--- config.mk ---
export PLATFORM = sky130hd
export DESIGN_NAME = ivm_ctrl
export DESIGN_NICKNAME = d
export VERILOG_FILES = /design/src/hdl/ivm_pkg.sv /design/src/hdl/ivm_ctrl.sv
export SDC_FILE = /design/constraint.sdc
export NUM_CORES = 1
export LEC_CHECK = 0
export BUFFER_PORTS_ARGS = -buffer_cell sky130_fd_sc_hd__buf_2
export CAP_MARGIN = 10
export CORE_MARGIN = 4
export CORE_UTILIZATION = 39
export DETAILED_ROUTE_END_ITERATION = 12
export GPL_TIMING_DRIVEN = 0
export PLACE_DENSITY = 0.75
export SKIP_LAST_GASP = 1
export SLEW_MARGIN = 20
export SYNTH_ARGS = -nofsm -noshare
export SYNTH_HDL_FRONTEND = slang
export SYNTH_SLANG_ARGS = --single-unit
--- constraint.sdc ---
create_clock -name aclk -period 1.6 [get_ports aclk]
set_input_delay 0.08 -clock aclk [delete_from_list [all_inputs] [get_ports aclk]]
set_output_delay 0.08 -clock aclk [all_outputs]
set_load 0.005 [all_outputs]
--- src/hdl/ivm_pkg.sv ---
// ----------------------------------------------------------------------------
// ivm_pkg
// Shared constants, request codes and the command and status bundles that
// join the mixer controller to its datapath.
// ----------------------------------------------------------------------------
package ivm_pkg;

    localparam int NUM_VOICES   = 16;
    localparam int SAMPLE_DEPTH = 65536;
    localparam int FRAC_BITS    = 16;

    localparam int VIDX_W = (NUM_VOICES > 1) ? $clog2(NUM_VOICES) : 1;
    localparam int ADDR_W = $clog2(SAMPLE_DEPTH);
    localparam int LEN_W  = 17;
    localparam int SPD_W  = 24;
    localparam int POS_W  = ((LEN_W + FRAC_BITS) > SPD_W ? (LEN_W + FRAC_BITS) : SPD_W) + 1;
    localparam int IP_W   = POS_W - FRAC_BITS;
    // largest shift of the end mark needed to reduce a wrapped position
    localparam int DIV_TOP = (SPD_W > FRAC_BITS) ? (SPD_W - FRAC_BITS) : 0;
    localparam int DK_W    = (DIV_TOP > 0) ? $clog2(DIV_TOP + 1) : 1;
    localparam int DIV_W   = POS_W + DIV_TOP + 1;
    localparam int T_W     = FRAC_BITS + 18;
    localparam int P_W     = T_W + 17;
    localparam int N_W     = P_W + 2;

    localparam int PCM_MAX = (1 << (16 - 1)) - 1;
    localparam int PCM_MIN = -(1 << (16 - 1));

    typedef enum logic [2:0] {
        REQ_TICK     = 3'd0,
        REQ_WRITE    = 3'd1,
        REQ_SET      = 3'd2,
        REQ_PLAY     = 3'd3,
        REQ_STOP     = 3'd4,
        REQ_STOP_ALL = 3'd5,
        REQ_GROUP    = 3'd6,
        REQ_QUERY    = 3'd7
    } ivm_req_t;

    typedef struct packed {
        logic       load;
        logic       tick_init;
        logic       vnext;
        logic       rd_en;
        logic [1:0] rd_k;
        logic       cap_s0;
        logic       cap_s1;
        logic       cap_s2;
        logic       interp;
        logic       side_r;
        logic       mult;
        logic       accum;
        logic       adv;
        logic       div_init;
        logic       div_step;
        logic       pos_wb;
        logic       stop_cur;
        logic       scan_init;
        logic       scan_next;
        logic       start_scan;
        logic       start_fallback;
        logic       do_write;
        logic       do_set;
        logic       do_play;
        logic       do_stop;
        logic       do_stop_all;
        logic       res_load;
    } ivm_cmd_t;

    typedef struct packed {
        ivm_req_t req;
        logic     play_cur;
        logic     vidx_last;
        logic     ge_end;
        logic     loop_cur;
        logic     div_last;
        logic     scan_hit;
        logic     scan_end;
    } ivm_stat_t;

endpackage

--- src/hdl/ivm_ctrl.sv ---
// ----------------------------------------------------------------------------
// ivm_ctrl
// Sequencer for the mixer: decodes each request, walks the voices on a tick
// and hands the result beat to the output register.
// ----------------------------------------------------------------------------
module ivm_ctrl (
    input  logic                  aclk,
    input  logic                  aresetn,
    input  logic                  s_tvalid,
    output logic                  s_tready,
    output logic                  m_tvalid,
    input  logic                  m_tready,
    input  ivm_pkg::ivm_stat_t    stat,
    output ivm_pkg::ivm_cmd_t     cmd
);

    typedef enum logic [4:0] {
        ST_IDLE, ST_DISP, ST_VSEL, ST_RD0, ST_RD1, ST_RD2, ST_INTL, ST_MULL,
        ST_ACCL, ST_INTR, ST_MULR, ST_ACCR, ST_ADV, ST_CHK, ST_DIV, ST_WB,
        ST_VNXT, ST_SCAN, ST_DONE
    } state_t;

    state_t state_reg, state_next;
    logic   m_valid_reg, m_valid_next;

    assign s_tready = (state_reg == ST_IDLE);
    assign m_tvalid = m_valid_reg;

    // next state and commands
    always_comb begin
        state_next   = state_reg;
        m_valid_next = m_valid_reg && !m_tready;
        cmd          = '0;
        case (state_reg)
            ST_IDLE: begin
                if (s_tvalid) begin
                    cmd.load   = 1'b1;
                    state_next = ST_DISP;
                end
            end
            ST_DISP: begin
                state_next = ST_DONE;
                case (stat.req)
                    ivm_pkg::REQ_TICK: begin
                        cmd.tick_init = 1'b1;
                        state_next    = ST_VSEL;
                    end
                    ivm_pkg::REQ_WRITE:    cmd.do_write    = 1'b1;
                    ivm_pkg::REQ_SET:      cmd.do_set      = 1'b1;
                    ivm_pkg::REQ_PLAY:     cmd.do_play     = 1'b1;
                    ivm_pkg::REQ_STOP:     cmd.do_stop     = 1'b1;
                    ivm_pkg::REQ_STOP_ALL: cmd.do_stop_all = 1'b1;
                    ivm_pkg::REQ_GROUP: begin
                        cmd.scan_init = 1'b1;
                        state_next    = ST_SCAN;
                    end
                    default: ;
                endcase
            end
            ST_VSEL: begin
                if (stat.play_cur) begin
                    state_next = ST_RD0;
                end else if (stat.vidx_last) begin
                    state_next = ST_DONE;
                end else begin
                    cmd.vnext = 1'b1;
                end
            end
            ST_RD0: begin
                cmd.rd_en  = 1'b1;
                cmd.rd_k   = 2'd0;
                state_next = ST_RD1;
            end
            ST_RD1: begin
                cmd.rd_en  = 1'b1;
                cmd.rd_k   = 2'd1;
                cmd.cap_s0 = 1'b1;
                state_next = ST_RD2;
            end
            ST_RD2: begin
                cmd.rd_en  = 1'b1;
                cmd.rd_k   = 2'd2;
                cmd.cap_s1 = 1'b1;
                state_next = ST_INTL;
            end
            ST_INTL: begin
                cmd.cap_s2 = 1'b1;
                cmd.interp = 1'b1;
                state_next = ST_MULL;
            end
            ST_MULL: begin
                cmd.mult   = 1'b1;
                state_next = ST_ACCL;
            end
            ST_ACCL: begin
                cmd.accum  = 1'b1;
                state_next = ST_INTR;
            end
            ST_INTR: begin
                cmd.interp = 1'b1;
                cmd.side_r = 1'b1;
                state_next = ST_MULR;
            end
            ST_MULR: begin
                cmd.mult   = 1'b1;
                state_next = ST_ACCR;
            end
            ST_ACCR: begin
                cmd.accum  = 1'b1;
                cmd.side_r = 1'b1;
                state_next = ST_ADV;
            end
            ST_ADV: begin
                cmd.adv    = 1'b1;
                state_next = ST_CHK;
            end
            ST_CHK: begin
                if (!stat.ge_end) begin
                    state_next = ST_WB;
                end else if (stat.loop_cur) begin
                    cmd.div_init = 1'b1;
                    state_next   = ST_DIV;
                end else begin
                    cmd.stop_cur = 1'b1;
                    state_next   = ST_VNXT;
                end
            end
            ST_DIV: begin
                cmd.div_step = 1'b1;
                if (stat.div_last) begin
                    state_next = ST_WB;
                end
            end
            ST_WB: begin
                cmd.pos_wb = 1'b1;
                state_next = ST_VNXT;
            end
            ST_VNXT: begin
                if (stat.vidx_last) begin
                    state_next = ST_DONE;
                end else begin
                    cmd.vnext  = 1'b1;
                    state_next = ST_VSEL;
                end
            end
            ST_SCAN: begin
                if (stat.scan_hit) begin
                    cmd.start_scan = 1'b1;
                    state_next     = ST_DONE;
                end else if (stat.scan_end) begin
                    cmd.start_fallback = 1'b1;
                    state_next         = ST_DONE;
                end else begin
                    cmd.scan_next = 1'b1;
                end
            end
            ST_DONE: begin
                if (!m_valid_reg || m_tready) begin
                    cmd.res_load = 1'b1;
                    m_valid_next = 1'b1;
                    state_next   = ST_IDLE;
                end
            end
            default: state_next = ST_IDLE;
        endcase
    end

    // hold state and output valid
    always_ff @(posedge aclk) begin
        if (!aresetn) begin
            state_reg   <= ST_IDLE;
            m_valid_reg <= 1'b0;
        end else begin
            state_reg   <= state_next;
            m_valid_reg <= m_valid_next;
        end
    end

endmodule

==> results of run 1 <==
worst max path at each step:
| stage | start | cells after the start | end | slack [ns] |
|---|---|---|---|---|
| floorplan | state_reg[4]$_SDFFE_PN0P_ | 6 | state_reg[4]$_SDFFE_PN0P_ | 0.04 |
| global placement | state_reg[2]$_SDFFE_PN0P_ | 5 | cmd[26] | -0.06 |
| detailed placement | state_reg[2]$_SDFFE_PN0P_ | 5 | cmd[26] | -0.12 |
| CTS | state_reg[1]$_SDFFE_PN0P_ | 6 | cmd[26] | -0.10 |
| global route | state_reg[4]$_SDFFE_PN0P_ | 6 | state_reg[4]$_SDFFE_PN0P_ | -0.13 |
| finish | state_reg[2]$_SDFFE_PN0P_ | 5 | cmd[26] | -0.06 |
cell families after synthesis:
logic type,Yosys count
AND/OR/NAND/NOR,75
flip-flops,6
AO/OA/AOI/OAI,25
XOR/XNOR,1
buffers and inverters,14
multiplexers,1
cell usage in the layout (no fill, tap or decap), types with 2 or more instances in the layout:
master,count
nor2b_1,4
or3_1,2
a21oi_1,4
dfxtp_2,3
nor4b_1,2
nand4_1,2
o21ai_0,2
buf_6,5
nand2_1,8
o21ai_1,3
nor2_2,3
nand3_1,2
clkbuf_4,4
inv_1,3
o21a_1,3
buf_4,15
nand2b_1,6
nor3_1,7
buf_8,2
nor3_2,4
buf_2,43
a21boi_1,2
dfxtp_1,3
and3_1,2
nor2_1,19
metal layers:
metal	GRT usage (%)	up-vias	routed length (microns)
met3	2.279	8	251
met5	0	-	0
met2	38.43	72	1555
met1	25.64	519	1194
met4	8.085	0	61
li1	-	559	-
cells in the mapped netlist (2+ instances only):
master    instances
and3_1            2
nand2b_1          7
o21ai_1           3
nand3_1           2
buf_1             3
nand2_1           9
nor2_1           23
nor3b_1           2
nor2b_1           5
nand4_1           2
nor3_1           12
nor4_1            3
nor4b_1           3
or3_1             2
dfxtp_1           6
o21ai_0           2
o21a_1            3
buf_2             2
a22oi_1           2
inv_1             3
a21oi_1           4
a21boi_1          2
clkbuf_1          4
through the flow:
step / power (mW) / instance area (sq um) / setup WS (ns)
floorplan: 0.7528 / 767.0 / 0.03819
global placement: 0.9411 / 1013 / -0.06041
detailed placement: 0.9570 / 1013 / -0.1213
CTS: 1.324 / 1219 / -0.1036
global route: 1.553 / 1305 / -0.1333
finish: 1.442 / 1305 / -0.06004
cell type report:
type / instances / area share [%]
buffer: 11 / 8.150
clock buffer: 3 / 1.726
inverter: 3 / 0.8629
multi-input combinational: 102 / 52.83
sequential: 6 / 9.492
tap: 25 / 2.397
timing repair buffer: 56 / 24.54
power breakdown:
part / internal (mW) / switching (mW)
Sequential: 0.188 / 0.0288
Combinational: 0.509 / 0.572
Clock: 0.0851 / 0.0592
timing repair:
item	4_1_cts	5_1_grt
hold endpoints to repair	0	0
hold buffers	0	0
setup endpoints to repair	25	23
pin swaps	15	8
resized for setup	32	22
cloned	0	0
buffers inserted	11	2
worst reg2reg max path: cells and delay by family, from the launching register on:
family,cells,cell delay (ns)
and+or+nand+nor,2,0.63
DFF,1,0.33
AOI/OAI and AO/OA,3,0.24
buffers and inverters,2,0.28
==> results_dict.tcl, run 1 <==
set metrics [dict create \
    cp.required_ns 1.52 \
    drive_above_1_share_pct 51.93 \
    num_vias 1158 \
    cts.sinks 6 \
    hp-class "in2reg" \
    cts_buffer_depth 2 \
    core_sq_um 1802 \
    min_period_over_period_pct 103.8 \
    synthTopCellsByArea "dfxtp_1, nor2_1, nor3_1, nand2b_1, nand2_1" \
    post-dp-hpwl_microns 1948 \
    synth_fa_ha_area_share_pct 0 \
    synth_compound_area_share_pct 23.00 \
    p_leak_nw 0.6402 \
    p_per_area_nw_per_um2 1105 \
    synthToLayoutAreaGrowth_pct 70.15 \
    hp-start "aresetn" \
    largest_reg_flops 5 \
    critPathBufInv 3 \
    route.detailed.drc 0 \
    whs_path_depth 2 \
    viasPerCell 5.621 \
    avgSynthCellArea_sq_um 6.287 \
    cp_cell_sequence "buf_6 -> buf_6 -> or4_4 -> nor3_2 -> buf_2" \
    netlist_area_sq_um 767.0 \
    rr_worst_depth 7 \
    synthXorXnorAreaFrac_pct 1.142 \
    synthMuxAreaShare_pct 1.305 \
    htreeDepth 1 \
    slew_viol_final 0 \
    hold_viol 0 \
    fin_cells 206 \
    fp.dieW_microns 52.35 \
    pin_count 44 \
    cts_buffers 3 \
    yosysWarnings 0 \
    rrSetupSlack_ns 0.01 \
    grt_pass1_wl_microns 4574 \
    routed_wl_microns 3062 \
    ys_types 39 \
    grt_max_degree 11 \
    tritoncts "yes" \
    die-area_sq_um 2740 \
    final_util_pct 72.43 \
    violations "negative setup slack" \
    irDropWorstVdd_uv 724.1 \
    rr_endpoint "state_reg[1]$_SDFFE_PN0P_" \
    insertion_delay_ns 0.25 \
    gp_congestion 0.8918 \
    synthArstFlopShare_pct 0 \
    drt_iter0_drc 49 \
    num_antenna_cells 0 \
    grt_use_total_pct 21.40 \
    synth_seq_area_share_pct 15.66 \
    arrival_ns 1.58 \
    fin_skew_ns 0.0008626 \
    min_to "state_reg[2]$_SDFFE_PN0P_" \
    cp_slowest_cell "or4_4" \
    synth_area_leader_cell "dfxtp_1" \
    syn-num-nets 136 \
    status "finished, violations left" \
    endpoint_kind "primary output" \
    maxCapViolations 0 \
    rsz0062_at_grt "yes" \
    row_count 15 \
    fin_crit_ns 1.660 \
    clock.fmax_ghz 0.6024 \
    die_y_microns 52.35 \
    first_pass_iters 4 \
    worstMarginPinSlew_ns 0.4145 \
    critPathMostFrequentCell "buf_6" \
    start_util_pct 42.57 \
    yosysTopAreaCellShare_pct 15.66 \
    reg2reg_from "state_reg[2]$_SDFFE_PN0P_" \
    syn_inst 122 \
    cp-start-kind "flop" \
    critPathKind "reg2out" \
    relSlewSlack_pct 72.11 \
    synth_ff_type "dfxtp_1" \
    nFillCells 139 \
    multiInputGateArea_sq_um 689.4 \
    place_inst 190 \
    finalSetupViolations 8 \
    first_global_vias 1058 \
    finalWorstSetupSlack_ns -0.06004 \
    synth_edf_count 0 \
    synth_seq_cells 6 \
    seqCellArea_sq_um 123.9 \
    fin_tns_setup_ns -0.2392 \
    whs_ns 0.1082 \
    cts_root_buf "clkbuf_4" \
    ant_nets 0 \
    post_drt_wl_per_cell_microns 14.86 \
    clk_pin_slew_ns 0.05 \
    synth_top_family_by_area "simple AND/OR/NAND/NOR gates" \
    cpLargestDelayFamily "simple AND/OR/NAND/NOR gates" \
    antenna_found_initial 0 \
    yosys.area_share.simple_pct 50.24 \
    cpPeakStageDelay_ns 0.51 \
    critPathMaxFanout 6 \
    fin_nets 197 \
    overflow 0 \
    port_buffers 43 \
]
Note: power is estimated with default switching activity, not from simulation.
==> inputs of run 2 (changes only) <==
Settings changed: GPL_TIMING_DRIVEN 0 to unset, HOLD_SLACK_MARGIN set to 0.05, SLEW_MARGIN 20 to unset.
==> run 2 against run 1 <==
Against the previous run:
- the flow still finishes with violations (negative setup slack)
- sequential cell count is the same
- non-clock buffer count decreased by 10
- cell count shrank 4.9%
- sequential share of layout area rose by 1.7 points
- total power fell by 9.3%
- maximum frequency rose by 2.8%
- via count down 6.3%
- critical path depth shrank 1
- die area stayed put
- routed wire length decreased by 12%
- worst setup slack better by 0.045 ns
- critical endpoint unchanged
- highest routed layer unchanged
==> results_dict.tcl, run 2 (synthesis gave the netlist of run 1 again) <==
set metrics [dict create \
    rsz0062_at_grt "yes" \
    critPathKind "reg2out" \
    fin_crit_ns 1.615 \
    grtUsageMet2_pct 30.99 \
    p_leak_nw 0.5775 \
    place_inst 186 \
    cts_buffers 3 \
    htreeDepth 1 \
    cp-start-kind "flop" \
    cp_cell_sequence "buf_12 -> or4_4 -> nor3_2 -> buf_2" \
    grt_pass1_wl_microns 4174 \
    ant_nets 0 \
    largest_reg_flops 5 \
    relSlewSlack_pct 75.31 \
    min_period_over_period_pct 100.9 \
    antenna_found_initial 0 \
    arrival_ns 1.53 \
    cp.required_ns 1.52 \
    first_global_vias 927 \
    maxCapViolations 0 \
    p_per_area_nw_per_um2 1098 \
    worstMarginPinSlew_ns 0.3695 \
    post_drt_wl_per_cell_microns 13.68 \
    gp_congestion 0.8829 \
    grt_use_total_pct 19.82 \
    cpLargestDelayFamily "simple AND/OR/NAND/NOR gates" \
    start_util_pct 42.57 \
    die-area_sq_um 2740 \
    synthToLayoutAreaGrowth_pct 55.30 \
    finalWorstSetupSlack_ns -0.01462 \
    viasPerCell 5.536 \
    fin_tns_setup_ns -0.01462 \
    hp-class "in2reg" \
    die_y_microns 52.35 \
    hold_viol 0 \
    insertion_delay_ns 0.24 \
    use_met1_pct 25.51 \
    endpoint_kind "primary output" \
    slew_viol_final 0 \
    critPathMaxFanout 6 \
    critPathBufInv 2 \
    fp.dieW_microns 52.35 \
    fin_nets 187 \
    route.detailed.drc 0 \
    cts_root_buf "clkbuf_4" \
    row_count 15 \
    cpPeakStageDelay_ns 0.55 \
    violations "negative setup slack" \
    num_antenna_cells 0 \
    tritoncts "yes" \
    cts.sinks 6 \
    grtUsageMet3_pct 3.419 \
    first_pass_iters 4 \
    pre_cts_ws_ns 0.01261 \
    cts_buffer_depth 2 \
    irDropWorstVdd_uv 674.4 \
    drive_above_1_share_pct 44.44 \
    grt_busiest_layer "met2" \
    post-dp-hpwl_microns 1902 \
    clk_pin_slew_ns 0.04 \
    fin_cells 196 \
    cp_slowest_cell "or4_4" \
    finalSetupViolations 1 \
    whs_ns 0.1230 \
    overflow 0 \
    fin_skew_ns 0.001616 \
    drt_iter0_drc 37 \
    routed_wl_microns 2682 \
    power_mw 1.308 \
    final_common_cell "buf_2" \
    grt_max_degree 18 \
    clock.fmax_ghz 0.6193 \
    pin_count 44 \
    status "finished, violations left" \
    port_buffers 43 \
    layout_common_cells "buf_2, nor2_1, nand2_1, nor3_1, buf_4" \
    num_vias 1085 \
    core_sq_um 1802 \
]
run 2: final cells by class:
type	instances	area, sq um
clock buffer	3	22.52
timing repair buffer	57	360.3
multi-input combinational	102	631.9
fill	170	610.6
sequential	6	133.9
inverter	3	11.26
tap	25	31.28
run 2: per-layer routing:
layer	wire, microns	up-vias	part of all wire [%]
li1	-	536	-
met1	1063	485	40
met2	1298	57	48
met3	267	7	10
met4	53	0	2.0
met5	0	-	0
run 2: repair_timing:
| item | in CTS | in global routing |
|---|---|---|
| pin swaps | 4 | 2 |
| setup buffers | 1 | 6 |
| setup endpoints to repair | 9 | 19 |
| hold buffers | 0 | 0 |
| gates resized for setup | 12 | 17 |
run 2: worst paths after layout:
check                            startpoint                   endpoint  slack, ns  depth (start not counted)
setup / recovery  state_reg[2]$_SDFFE_PN0P_                    cmd[26]      -0.01                          4
hold / removal                      aresetn  state_reg[3]$_SDFFE_PN0P_       0.12                          2
setup reg to reg  state_reg[4]$_SDFFE_PN0P_  state_reg[4]$_SDFFE_PN0P_       0.01                          5
hold reg to reg         m_tvalid$_SDFF_PN0_        m_tvalid$_SDFF_PN0_       0.69                          2
run 2: per-stage QoR:
step	cell area (sq um)	util [%]
floorplan	767.0	-
global placement	1011	56.11
detailed placement	1011	56.11
CTS	1076	59.72
global route	1191	66.11
finish	1191	66.11
run 2: power by group:
part	switching, mW	internal [mW]	total [mW]
Sequential	0.0697	0.191	0.261
Clock	0.0545	0.0848	0.139
Combinational	0.456	0.452	0.908
